==> src/rtl/core/avm_pkg.sv <==
// ----------------------------------------------------------------------------
// Averaging voltmeter package
// Shared widths, input codes, the stage record and the digit helpers.
// ----------------------------------------------------------------------------
package avm_pkg;

  localparam int unsigned SAMPLES_PER_MEAN = 8;

  localparam int unsigned SAMPLE_W = 10;
  localparam int unsigned COUNT_W  = $clog2(SAMPLES_PER_MEAN);
  localparam int unsigned SUM_W    = SAMPLE_W + COUNT_W;
  localparam int unsigned SEG_W    = 7;
  localparam int unsigned VOLT_W   = 6;
  localparam int unsigned DIGIT_W  = 4;
  localparam int unsigned SCALE_W  = 17;
  localparam int unsigned SCALE_SH = 10;

  localparam logic [SCALE_W-1:0] SCALE_MUL  = SCALE_W'(33);
  localparam logic [SCALE_W-1:0] SCALE_BIAS = SCALE_W'(511);

  localparam logic KIND_SAMPLE = 1'b0;
  localparam logic KIND_TICK   = 1'b1;

  typedef struct packed {
    logic                valid;
    logic                tick;
    logic                update;
    logic [SAMPLE_W-1:0] mean;
  } stage_t;

  function automatic logic [SEG_W-1:0] seg_pattern(input logic [DIGIT_W-1:0] digit);
    logic [SEG_W-1:0] pat;
    unique case (digit)
      4'd0:    pat = 7'h3F;
      4'd1:    pat = 7'h06;
      4'd2:    pat = 7'h5B;
      4'd3:    pat = 7'h4F;
      4'd4:    pat = 7'h66;
      4'd5:    pat = 7'h6D;
      4'd6:    pat = 7'h7D;
      4'd7:    pat = 7'h07;
      4'd8:    pat = 7'h7F;
      4'd9:    pat = 7'h6F;
      default: pat = 7'h00;
    endcase
    return pat;
  endfunction

  function automatic logic [DIGIT_W-1:0] tens_digit(input logic [VOLT_W-1:0] v);
    logic [DIGIT_W-1:0] t;
    if (v >= VOLT_W'(60)) begin
      t = DIGIT_W'(6);
    end else if (v >= VOLT_W'(50)) begin
      t = DIGIT_W'(5);
    end else if (v >= VOLT_W'(40)) begin
      t = DIGIT_W'(4);
    end else if (v >= VOLT_W'(30)) begin
      t = DIGIT_W'(3);
    end else if (v >= VOLT_W'(20)) begin
      t = DIGIT_W'(2);
    end else if (v >= VOLT_W'(10)) begin
      t = DIGIT_W'(1);
    end else begin
      t = DIGIT_W'(0);
    end
    return t;
  endfunction

endpackage

==> src/rtl/core/avm_accum.sv <==
// ----------------------------------------------------------------------------
// Averaging voltmeter accumulator
// Input register, group accumulator and the stage register toward the display.
// ----------------------------------------------------------------------------
module avm_accum (
  input  logic                            clk_i,
  input  logic                            rst_ni,
  input  logic                            in_valid_i,
  output logic                            in_ready_o,
  input  logic                            kind_i,
  input  logic [avm_pkg::SAMPLE_W-1:0]    sample_i,
  output avm_pkg::stage_t                 stage_o,
  input  logic                            stage_ready_i
);

  logic                         in_valid_q;
  logic                         in_kind_q;
  logic [avm_pkg::SAMPLE_W-1:0] in_sample_q;
  logic [avm_pkg::SUM_W-1:0]    sum_q, sum_d;
  logic [avm_pkg::COUNT_W-1:0]  count_q, count_d;
  avm_pkg::stage_t              stage_q, stage_d;
  logic                         s1_move;
  logic                         last;
  logic [avm_pkg::SUM_W-1:0]    sum_total;

  assign s1_move    = in_valid_q && stage_ready_i;
  assign in_ready_o = !in_valid_q || stage_ready_i;
  assign sum_total  = sum_q + avm_pkg::SUM_W'(in_sample_q);
  assign last       = (count_q == avm_pkg::COUNT_W'(avm_pkg::SAMPLES_PER_MEAN - 1));

  always_comb begin
    sum_d   = sum_q;
    count_d = count_q;
    stage_d = stage_q;
    if (stage_ready_i) begin
      stage_d.valid  = in_valid_q;
      stage_d.tick   = (in_kind_q == avm_pkg::KIND_TICK);
      stage_d.update = 1'b0;
      stage_d.mean   = avm_pkg::SAMPLE_W'(sum_total / avm_pkg::SAMPLES_PER_MEAN);
    end
    if (s1_move && (in_kind_q == avm_pkg::KIND_SAMPLE)) begin
      if (last) begin
        sum_d          = '0;
        count_d        = '0;
        stage_d.update = 1'b1;
      end else begin
        sum_d   = sum_total;
        count_d = count_q + avm_pkg::COUNT_W'(1);
      end
    end
  end

  always_ff @(posedge clk_i or negedge rst_ni) begin
    if (!rst_ni) begin
      in_valid_q <= 1'b0;
      sum_q      <= '0;
      count_q    <= '0;
      stage_q    <= '0;
    end else begin
      if (in_ready_o) begin
        in_valid_q <= in_valid_i;
      end
      sum_q   <= sum_d;
      count_q <= count_d;
      stage_q <= stage_d;
    end
  end

  always_ff @(posedge clk_i) begin
    if (in_ready_o && in_valid_i) begin
      in_kind_q   <= kind_i;
      in_sample_q <= sample_i;
    end
  end

  assign stage_o = stage_q;

endmodule

==> src/rtl/core/avm_display.sv <==
// ----------------------------------------------------------------------------
// Averaging voltmeter display stage
// Voltage scaling, held value, digit multiplexing and the result register.
// ----------------------------------------------------------------------------
module avm_display (
  input  logic                          clk_i,
  input  logic                          rst_ni,
  input  avm_pkg::stage_t               stage_i,
  output logic                          stage_ready_o,
  output logic                          out_valid_o,
  input  logic                          out_ready_i,
  output logic [avm_pkg::SEG_W-1:0]     segments_o,
  output logic                          digit_select_o,
  output logic [avm_pkg::VOLT_W-1:0]    volts_tenths_o
);

  logic [avm_pkg::VOLT_W-1:0]  held_q;
  logic                        high_next_q;
  logic                        out_valid_q;
  logic [avm_pkg::SEG_W-1:0]   seg_q;
  logic                        sel_q;
  logic [avm_pkg::VOLT_W-1:0]  volts_q;
  logic                        out_free;
  logic                        consume;
  logic [avm_pkg::SCALE_W-1:0] scaled;
  logic [avm_pkg::SCALE_W-1:0] rounded;
  logic [avm_pkg::VOLT_W-1:0]  new_volts;
  logic [avm_pkg::DIGIT_W-1:0] tens;
  logic [avm_pkg::DIGIT_W-1:0] units;
  logic [avm_pkg::VOLT_W-1:0]  tens_ten;

  assign out_free      = !out_valid_q || out_ready_i;
  assign consume       = stage_i.valid && (!stage_i.tick || out_free);
  assign stage_ready_o = !stage_i.valid || consume;

  // Division by 1023 is done as (x + (x >> 10) + 1) >> 10, exact for this range.
  assign scaled    = avm_pkg::SCALE_W'(stage_i.mean) * avm_pkg::SCALE_MUL
                   + avm_pkg::SCALE_BIAS;
  assign rounded   = scaled + (scaled >> avm_pkg::SCALE_SH) + avm_pkg::SCALE_W'(1);
  assign new_volts = avm_pkg::VOLT_W'(rounded >> avm_pkg::SCALE_SH);

  assign tens     = avm_pkg::tens_digit(held_q);
  assign tens_ten = avm_pkg::VOLT_W'({tens, 3'b000}) + avm_pkg::VOLT_W'({tens, 1'b0});
  assign units    = avm_pkg::DIGIT_W'(held_q - tens_ten);

  always_ff @(posedge clk_i or negedge rst_ni) begin
    if (!rst_ni) begin
      held_q      <= '0;
      high_next_q <= 1'b0;
      out_valid_q <= 1'b0;
    end else begin
      if (consume && stage_i.update) begin
        held_q <= new_volts;
      end
      if (consume && stage_i.tick) begin
        out_valid_q <= 1'b1;
        high_next_q <= !high_next_q;
      end else if (out_ready_i) begin
        out_valid_q <= 1'b0;
      end
    end
  end

  always_ff @(posedge clk_i) begin
    if (consume && stage_i.tick) begin
      seg_q   <= avm_pkg::seg_pattern(high_next_q ? tens : units);
      sel_q   <= high_next_q;
      volts_q <= held_q;
    end
  end

  assign out_valid_o    = out_valid_q;
  assign segments_o     = seg_q;
  assign digit_select_o = sel_q;
  assign volts_tenths_o = volts_q;

endmodule

==> src/rtl/core/averaging_voltmeter_display.sv <==
// ----------------------------------------------------------------------------
// Averaging voltmeter display
// Averages converter samples in groups and drives a two-digit display.
// ----------------------------------------------------------------------------
// One item is accepted per clock cycle while in_ready_o is high. A refresh tick
// presents its display word after passing through the input register, the
// accumulator stage register and the result register; samples yield no word.
// When the result register is held by the consumer, ticks stall there and the
// stall moves back through the two earlier registers, while samples keep
// flowing past a waiting result.
module averaging_voltmeter_display (
  input  logic                          clk_i,
  input  logic                          rst_ni,
  input  logic                          in_valid_i,
  output logic                          in_ready_o,
  input  logic                          kind_i,
  input  logic [avm_pkg::SAMPLE_W-1:0]  sample_i,
  output logic                          out_valid_o,
  input  logic                          out_ready_i,
  output logic [avm_pkg::SEG_W-1:0]     segments_o,
  output logic                          digit_select_o,
  output logic [avm_pkg::VOLT_W-1:0]    volts_tenths_o
);

  avm_pkg::stage_t stage;
  logic            stage_ready;

  avm_accum u_accum (
    .clk_i         (clk_i),
    .rst_ni        (rst_ni),
    .in_valid_i    (in_valid_i),
    .in_ready_o    (in_ready_o),
    .kind_i        (kind_i),
    .sample_i      (sample_i),
    .stage_o       (stage),
    .stage_ready_i (stage_ready)
  );

  avm_display u_display (
    .clk_i          (clk_i),
    .rst_ni         (rst_ni),
    .stage_i        (stage),
    .stage_ready_o  (stage_ready),
    .out_valid_o    (out_valid_o),
    .out_ready_i    (out_ready_i),
    .segments_o     (segments_o),
    .digit_select_o (digit_select_o),
    .volts_tenths_o (volts_tenths_o)
  );

endmodule
==> config.mk <==
export PLATFORM = sky130hd
export DESIGN_NAME = averaging_voltmeter_display
export DESIGN_NICKNAME = d
export VERILOG_FILES = /design/src/rtl/core/avm_pkg.sv /design/src/rtl/core/avm_accum.sv /design/src/rtl/core/avm_display.sv /design/src/rtl/core/averaging_voltmeter_display.sv
export SDC_FILE = /design/constraint.sdc
export NUM_CORES = 1
export LEC_CHECK = 0
export ABC_AREA = 0
export BUFFER_PORTS_ARGS = -buffer_cell sky130_fd_sc_hd__buf_2
export CORE_ASPECT_RATIO = 0.9
export CORE_MARGIN = 1
export CORE_UTILIZATION = 57
export CTS_BUF_LIST = sky130_fd_sc_hd__clkbuf_4 sky130_fd_sc_hd__clkbuf_8
export DETAILED_ROUTE_END_ITERATION = 7
export PLACE_DENSITY_LB_ADDON = 0.15
export SYNTH_ARGS = -nofsm -noshare
export SYNTH_HDL_FRONTEND = slang
export SYNTH_HIERARCHICAL = 1
export SYNTH_SLANG_ARGS = --single-unit
==> constraint.sdc <==
create_clock -name clk_i -period 4.9 [get_ports clk_i]
set_input_delay 0.245 -clock clk_i [delete_from_list [all_inputs] [get_ports clk_i]]
set_output_delay 0.245 -clock clk_i [all_outputs]
set_load 0.03 [all_outputs]
# Word-level counts from Yosys, hierarchy flattened
# Memory sizes are Yosys's and may differ from the RTL's. A register that Yosys moved wholly into a read port is not among the register bits.
# Cells that the tools add are included.
# W data, S select, Z words.
[word_totals]
mem_count = 1
regBits = 56
in_bits = 15
mem_bits_ro = 112
[memory_table]
columns = ["name", "depth", "word_bits", "read_ports", "rd_clocked_by_memory_dff", "write_ports", "line_no", "text"]
rows = [
  ["(no name shown)", 16, 7, 1, 1, 0, "avm_pkg.sv:33", "unique case (digit)"],
]
[op_classes]
eq_ne = 1
add_sub_neg = 7
multipliers = 1
bitwise = 1
magnitude_cmp = 6
mux = 14
n_reduce_logical = 16
[op_table]
columns = ["operator", "n"]
rows = [
  ["$mux W4", 6],
  ["$ge A6 B6 Y1 const B", 3],
  ["$add A16 B9 Y17 const B", 1],
  ["$add A16 B1 Y16 const B", 1],
  ["$add A16 B7 Y16", 1],
  ["$mul A10 B6 Y16 const B", 1],
  ["$add A13 B10 Y13", 1],
  ["$mux W13", 1],
  ["$ge A6 B5 Y1 const B", 2],
  ["$mux W11", 1],
  ["$ge A6 B4 Y1 const B", 1],
  ["$logic_and A1 B1 Y1", 6],
  ["$logic_not A1 Y1", 5],
  ["$mux W1", 5],
  ["$add A4 B4 Y4", 1],
  ["$logic_or A1 B1 Y1", 4],
  ["$sub A4 B4 Y4", 1],
  ["$add A3 B1 Y3 const B", 1],
  ["$eq A3 B3 Y1 const B", 1],
  ["$mux W3", 1],
  ["$reduce_bool A2 Y1", 1],
  ["$not A1 Y1", 1],
]

# Longest topological paths before layout
# Gate-level depths: netlist (run 1).
[depth]
ltp_word = 10
ltp_mapped = 22
ltp_nobuf = 21

# Hierarchy
# Netlist (run 1), hierarchy kept.
[modules_own_cells]
columns = ["module", "instances", "cells_per_inst", "area_per_inst_um2"]
rows = [
  ["avm_display", 1, 263, 2422.3],
  ["avm_accum", 1, 162, 2011.9],
]

# Least setup slack after synthesis (run 1)
# Ideal clock, no wire load.
[synth_path]
path_type = "reg2reg"
start = "register u_accum.stage_q (netlist bit u_accum/stage_o[2])"
end = "register u_display/held_q[4] in the netlist's numbering"
path_buffers = 1
path_stages_with_launch = 23
setup_ps = 120
t_arrival_ps = 4755
slack_ps = 25
cell_sequence = "dfrtp_1 inv_1 ha_1 inv_1 fa_1 inv_1 fa_1 ha_1 buf_2 a211oi_2 a211oi_1 a2111oi_4 nor2b_1 o21ai_1 xnor2_1 ha_1 a21oi_1 nand2b_1 a2111oi_1 o2bb2ai_1 and4_4 a21o_1 a31o_1"
[synth_between]
elab_chain_cells = 4
[synth_rtl]
columns = ["item", "line_no", "text"]
rows = [
  ["start, declared", "avm_accum.sv:21", "avm_pkg::stage_t stage_q, stage_d;"],
  ["start signal, assigned", "avm_accum.sv:65", "stage_q <= stage_d;"],
  ["$mul A10 B6 Y16", "avm_display.sv:37", "assign scaled = avm_pkg::SCALE_W'(stage_i.mean) * avm_pkg::SCALE_MUL"],
  ["$add A16 B9 Y17", "avm_display.sv:38", "+ avm_pkg::SCALE_BIAS;"],
  ["$add A16 B7 Y16", "avm_display.sv:39", "assign rounded = scaled + (scaled >> avm_pkg::SCALE_SH) + avm_pkg::SCALE_W'(1);"],
  ["$add A16 B1 Y16", "avm_display.sv:39", ""],
  ["end signal, assigned", "avm_display.sv:53", "held_q <= new_volts;"],
  ["end, declared", "avm_display.sv:17", "logic [avm_pkg::VOLT_W-1:0] held_q;"],
]
# No other way between the ends.
# A chain may end at the register's enable or synchronous reset.

# Worst setup path after layout (run 1)
# Ends and elaborated chain as after synthesis.

==> metrics.md, run 1 <==
| Metric | Value |
|---|---|
| # port buffers | `30` |
| Final Setup Violations | `0` |
| RSZ-0062 raised after global routing | `false` |
| Post-synthesis cell type count | `between 70 and 80` |
| Reg clk slew, reported paths | `~80 ps` |
| Type of element capturing the critical path | `flop` |
| Reg2reg path depth | `21` |
| Vias per cell | `~5.8` |
| TritonCTS buffer count | `9` |
| Core region area | `~0.0075 mm2` |
| Main flop type after synthesis | `dfrtp_1` |
| Post-synth ARST share | `between 60% and 70%` |
| Critical path type | `reg2reg` |
| Fin. Hold Viols | `0` |
| Max-cap violation count | `0` |
| Detailed Place HPWL | `roughly 6500 um` |
| Worst Tran Pin Value | `roughly 1300 ps` |
| GR Overflow Total | `0` |
| DRC | `0` |
| GPL Wtd Cong | `0.897` |
| H-tree depth | `3` |
| Via count | `3286` |
| Share of cells above drive strength 1 | `20.6%` |
| Share of the synthesized area in the top cell type | `between 20% and 30%` |
| CTS tree | `yes` |
| Data arrival time of the worst path | `~5000 ps` |
| Final slew viol count | `0` |
| CTS root buf | `clkbuf_8` |
| Worst Path Required | `5130 ps` |
| Starting Density | `58.8%` |
| CTS max path bufs | `2` |
| Ys Warns | `6` |
| Reg2reg start | `u_accum/stage_o[2]` |
| Crit. Startpoint | `u_accum/stage_o[2]` |
| Drt first pass iters | `5` |
| Tmin final | `roughly 4600 ps` |
| Routed WL | `between 8000 and 9000 um` |
| Number of flops mapped to enable cells by yosys | `25` |
| Startpoint types | `flop` |
| Synth top cells by count | `ha_1, dfrtp_1, inv_1, nand2_1, edfxtp_1` |
| Synthesized flop and latch total | `63` |
| ANT nets after route | `0` |
| Crit-path max FO | `8` |
| Setup tns final | `0 ps` |
| First-pass GRT wire length | `between 10000 and 15000 um` |
| Cell area after synthesis | `0.00443 mm2` |
| Syn nets | `around 490` |
| Final core occ | `between 60% and 70%` |
| Syn_area_per_cell | `between 10 and 15 um2` |
| Die ar. | `0.00814 mm2` |
| HP Class | `in2async` |
| Skew-Pair Late Insertion Delay | `~350 ps` |
| Pin count of the biggest net entering global routing | `39` |
| Skew final | `between 10 and 15 ps` |
| Synth area leaders | `dfrtp_1, edfxtp_1, ha_1` |
| Initial antenna violation count | `0` |
| Maximum clock rate | `between 200 and 250 MHz` |
| Count leader, synth | `ha_1` |
| Die height | `between 80 and 90 um` |
| Seq/Total Area, Yosys | `a little under two fifths` |
| Outcome | `finished, final reports clean` |
| Setup slack, reg-to-reg | `around 270 ps` |
| Vias in the first global route | `3236` |
| Ant diodes | `0` |
| Die X | `about 95 um` |
| Clk sinks | `63` |
| Post-CTS Hold Buffers | `0` |
| Total GRT Usage | `about a quarter` |
| # IOs | `31` |
| DRT iter0 DRCs | `105` |
| Wire per inst | `15.8 um` |
| Reg-to-reg endpoint | `u_display/held_q[4]` |
| Worst rel slew slack | `15.5%` |
| Period utilization | `between 90% and 100%` |
| Syn Inst Count | `425` |
| Core Rows | `30` |
| Area leader, netlist | `dfrtp_1` |
| Layout overhead on the synthesized area | `12.0%` |
| Nets@finish | `530` |
## repair_timing
| action | 4_1_cts | 5_1_grt |
|---|---|---|
| gates resized for setup | 1 | 16 |
| endpoints found under the setup margin | 1 | 6 |
| pin swaps | 0 | 3 |
| buffers inserted | 0 | 2 |
## stage by stage
step | setup WS, ps | instance area (um2) | hold WS (ps) | cells
final | 274 | 4970 | 6.91 | 562
after global routing | 3.25 | 4970 | 39.8 | 562
after CTS | 47.0 | 4890 | 26.2 | 560
after detailed placement | 24.1 | 4690 | 420 | 544
after global placement | 108 | 4690 | 409 | 544
after floorplan | 25.5 | 4430 | -50.6 | 425
## cells in the final DEF, fill, tap and decap left out, types with 7 or more instances in the layout
master	count
nor2_1	21
dfrtp_1	36
nand3_1	13
buf_4	9
nand2b_1	8
inv_1	28
a21oi_1	22
a21o_1	14
edfxtp_1	25
buf_2	30
nand2_1	27
ha_1	46
a31oi_1	7
mux2i_1	13
clkbuf_8	9
xnor2_1	13
xor2_1	8
## cell type report
type	instances	area [um2]
Tap cell	96	120
Fill cell	597	2580
Clock inverter	7	71.3
Clock buffer	9	124
Multi-Input combinational cell	319	2620
Timing Repair Buffer	39	218
Sequential cell	63	1700
Inverter	29	109
## logic make-up after synthesis
kind of cell / after synthesis / share of synthesized area, %
multiplexers: 22 / 5.30
flip-flops: 63 / 38.4
AO/OA/AOI/OAI: 112 / 18.8
buffers and inverters: 43 / 4.01
adder cells (fa/ha/maj): 54 / 16.1
XOR/XNOR: 23 / 4.71
AND/OR/NAND/NOR: 108 / 12.7
## sequential cells by signal, summed over array words and instances (netlist names)
register	flops
u_accum/count_q	3
u_display/held_q	6
u_display/volts_tenths_o	6
u_accum/in_sample_q	10
u_accum/sum_q	13
u_display/high_next_q	1
u_accum/in_valid_q	1
u_accum/stage_o	13
u_display/digit_select_o	1
u_accum/in_kind_q	1
u_display/segments_o	7
u_display/out_valid_o	1
## routing by layer
layer | GRT usage, % | share of wire, %
met3 | 5.94 | 3.5
met1 | 31.0 | 46
met2 | 39.5 | 49
met5 | 0 | 0
met4 | 7.44 | 1.5
## critical path: stages (launching register included)
cell       delay (ps)
dfrtp_1           390
inv_1              80
ha_1              170
inv_1              60
fa_1              470
inv_1              50
fa_1              500
ha_4              340
and3_1            230
and3_4            220
o21ai_1           100
o21ai_1           170
nand3_1           110
inv_1              90
ha_1              250
a21oi_2           160
nand2b_1          120
a2111oi_4         340
o2bb2ai_2          90
and4_4            180
a21o_1            170
a31o_1            200
## worst max path at each step
stage	cells after the start	to	slack, ps
detailed placement	21	u_display/held_q[4]	20
floorplan	22	u_display/held_q[4]	30
global route	21	u_display/held_q[4]	3
CTS	21	u_display/held_q[4]	50
global placement	21	u_display/held_q[4]	110
finish	21	u_display/held_q[4]	270
Power of run 1 is left out: the tool's default activity adds up to more than one toggle a clock period on the data nets, which glitch-free logic cannot reach.
==> run 2: changes to the inputs <==
--- a/config.mk
+++ b/config.mk
@@ -6,12 +6,12 @@
 export NUM_CORES = 1
 export LEC_CHECK = 0
 export ABC_AREA = 0
-export BUFFER_PORTS_ARGS = -buffer_cell sky130_fd_sc_hd__buf_2
 export CORE_ASPECT_RATIO = 0.9
 export CORE_MARGIN = 1
-export CORE_UTILIZATION = 57
+export CORE_UTILIZATION = 60
 export CTS_BUF_LIST = sky130_fd_sc_hd__clkbuf_4 sky130_fd_sc_hd__clkbuf_8
 export DETAILED_ROUTE_END_ITERATION = 7
+export DONT_BUFFER_PORTS = 1
 export PLACE_DENSITY_LB_ADDON = 0.15
 export SYNTH_ARGS = -nofsm -noshare
 export SYNTH_HDL_FRONTEND = slang
==> run 2 against run 1 <==
Compared with the run above: worst setup slack improved by 79 ps; clock skew is 1.1 ps higher; die area decreased by 4.9%; first-iteration DRC count rose by 54%; sequential cell count is the same; wire length shrank 2.9%; critical path type unchanged; critical endpoint unchanged.
==> metrics.md, run 2 (same netlist as run 1, synthesis figures left out) <==
| Metric | Value |
|---|---|
| Outcome | `finished, final reports clean` |
| Setup WS post-layout | `352 ps` |
| Data arrival time of the worst path | `approximately 4800 ps` |
| Skew-Pair Late Insertion Delay | `around 330 ps` |
| ANT nets after route | `0` |
| Placed Cells | `around 510` |
| Core Rows | `29` |
| Total GRT Usage | `23.8%` |
| Final Setup Violations | `0` |
| Finished Cell Area | `approximately 0.0049 mm2` |
| Multi-input gate area | `roughly 0.0026 mm2` |
| Tmin final | `between 4000 and 5000 ps` |
| Layout overhead on the synthesized area | `11.3%` |
| Critical path type | `reg2reg` |
| # port buffers | `0` |
| Drt first pass iters | `4` |
| Core region area | `approximately 0.007 mm2` |
| CTS tree | `yes` |
| GPL Wtd Cong | `between 0.9 and 1` |
| Skew final | `11.8 ps` |
| Ant diodes | `0` |
| Worst Tran Pin Value | `1190 ps` |
| Type of element capturing the critical path | `flop` |
| DRC | `0` |
| Detailed Place HPWL | `6430 um` |
| Maximum clock rate | `approximately 220 MHz` |
| Share of cells above drive strength 1 | `about 14%` |
| GR Overflow Total | `0` |
| # IOs | `31` |
| Final slew viol count | `0` |
| Reg clk slew, reported paths | `70 ps` |
| Clk sinks | `63` |
| Die X | `slightly above 90 um` |
| Via count | `3234` |
| Post-route insts no fill | `between 500 and 600` |
| Placed inst area | `around 0.0045 mm2` |
| RSZ-0062 raised after global routing | `false` |
| Startpoint types | `flop` |
| Setup slack, reg-to-reg | `between 300 and 400 ps` |
| Vias in the first global route | `3119` |
| Vias per cell | `between 5 and 6` |
| CTS root buf | `clkbuf_8` |
| Die ar. | `about 0.0077 mm2` |
| Nets@finish | `~510` |
| First-pass GRT wire length | `between 10000 and 15000 um` |
| Pin count of the biggest net entering global routing | `39` |
| TritonCTS buffer count | `9` |
| HP Class | `in2reg` |
| Worst Path Required | `about 5000 ps` |
| Register area | `between 0.0015 and 0.002 mm2` |
| Wire per inst | `roughly 16 um` |
| Routed WL | `between 8000 and 9000 um` |
| Crit-path max FO | `6` |
| Fill cells | `around 530` |
| Commonest non-fill, non-tap cell in the layout | `ha_1` |
| Fin. Hold Viols | `0` |
| Max-cap violation count | `0` |
| Period utilization | `between 90 and 100%` |
| Initial antenna violation count | `0` |
| Commonest non-fill, non-tap cells in the layout | `ha_1, dfrtp_1, inv_1` |
| Pre-CTS WS | `-30.9 ps` |
| CTS max path bufs | `2` |
| H-tree depth | `3` |
| Die height | `between 80 and 90 um` |
| Starting Density | `between 60 and 70%` |
| DRT iter0 DRCs | `about 160` |
| Worst rel slew slack | `about a fifth` |
-- run 2: cell count changes in the layout (fill, tap and decap cells not counted), sizes merged --
cell | before | now
buf | 39 | 9
dlygate4sd3 | 0 | 12
clkbuf | 9 | 11
clkinv | 5 | 4
inv | 30 | 29
-- run 2: through the flow --
stage / hold slack, ps / utilization, % / TNS (ps)
floorplan: -50.6 / - / 0
finish: 20.5 / 69.4 / 0
global route: 3.32 / 69.4 / 0
global placement: -48.5 / 63.8 / 0
detailed placement: -48.5 / 63.8 / -30.9
CTS: 0.533 / 68.5 / 0
-- run 2: repair_timing --
item | in CTS | in global routing
hold buffers | 12 | 1
cloned | 0 | 0
pin swaps | 1 | 6
resized for setup | 1 | 12
setup buffers | 1 | 0
endpoints found under the setup margin | 1 | 6
hold endpoints to repair | 48 | 1
-- run 2: metal layers --
layer | share of wire (%) | global-route usage [%]
met1 | 45 | 30.1
met2 | 49 | 40.4
met3 | 4.3 | 4.74
met4 | 1.6 | 8.39
met5 | 0 | 0
-- run 2: layout make-up --
cell class | instances | share of cell area [%]
multi-input cells | 319 | 53.0
repair buffers | 21 | 4.06
clock buffers | 11 | 2.81
inverters | 29 | 2.21
flip-flops and latches | 63 | 34.5
well taps | 93 | 2.36
clock inverters | 5 | 1.01
-- run 2: worst max-delay path, stage by stage, from the launching register on --
cell and delay, ps:
dfrtp_1 400, inv_1 80, ha_1 160, inv_1 60, fa_1 480, inv_1 50
fa_1 480, ha_4 290, buf_4 160, nand3_1 110, nor3_2 70, a2111oi_4 370
nor2b_1 100, o21ai_2 180, xnor2_2 100, ha_1 210, a21oi_2 140, nand2b_1 100
a2111oi_2 210, o2bb2ai_1 140, and4_4 190, a21o_1 170, a31o_1 210
-- run 2: worst paths after layout --
check / cells past startpoint / endpoint / from
setup reg to reg: 22 / u_display/held_q[4] / u_accum/stage_o[2]
max in group asynchronous: 2 / u_accum/stage_o[3] / rst_ni
hold / removal: 1 / u_accum/in_valid_q / in_valid_i
hold reg to reg: 2 / u_accum/sum_q[9] / u_accum/sum_q[9]
setup / recovery: 22 / u_display/held_q[4] / u_accum/stage_o[2]
min in group asynchronous: 2 / u_display/high_next_q / rst_ni
Power of run 2 is left out for the same reason.
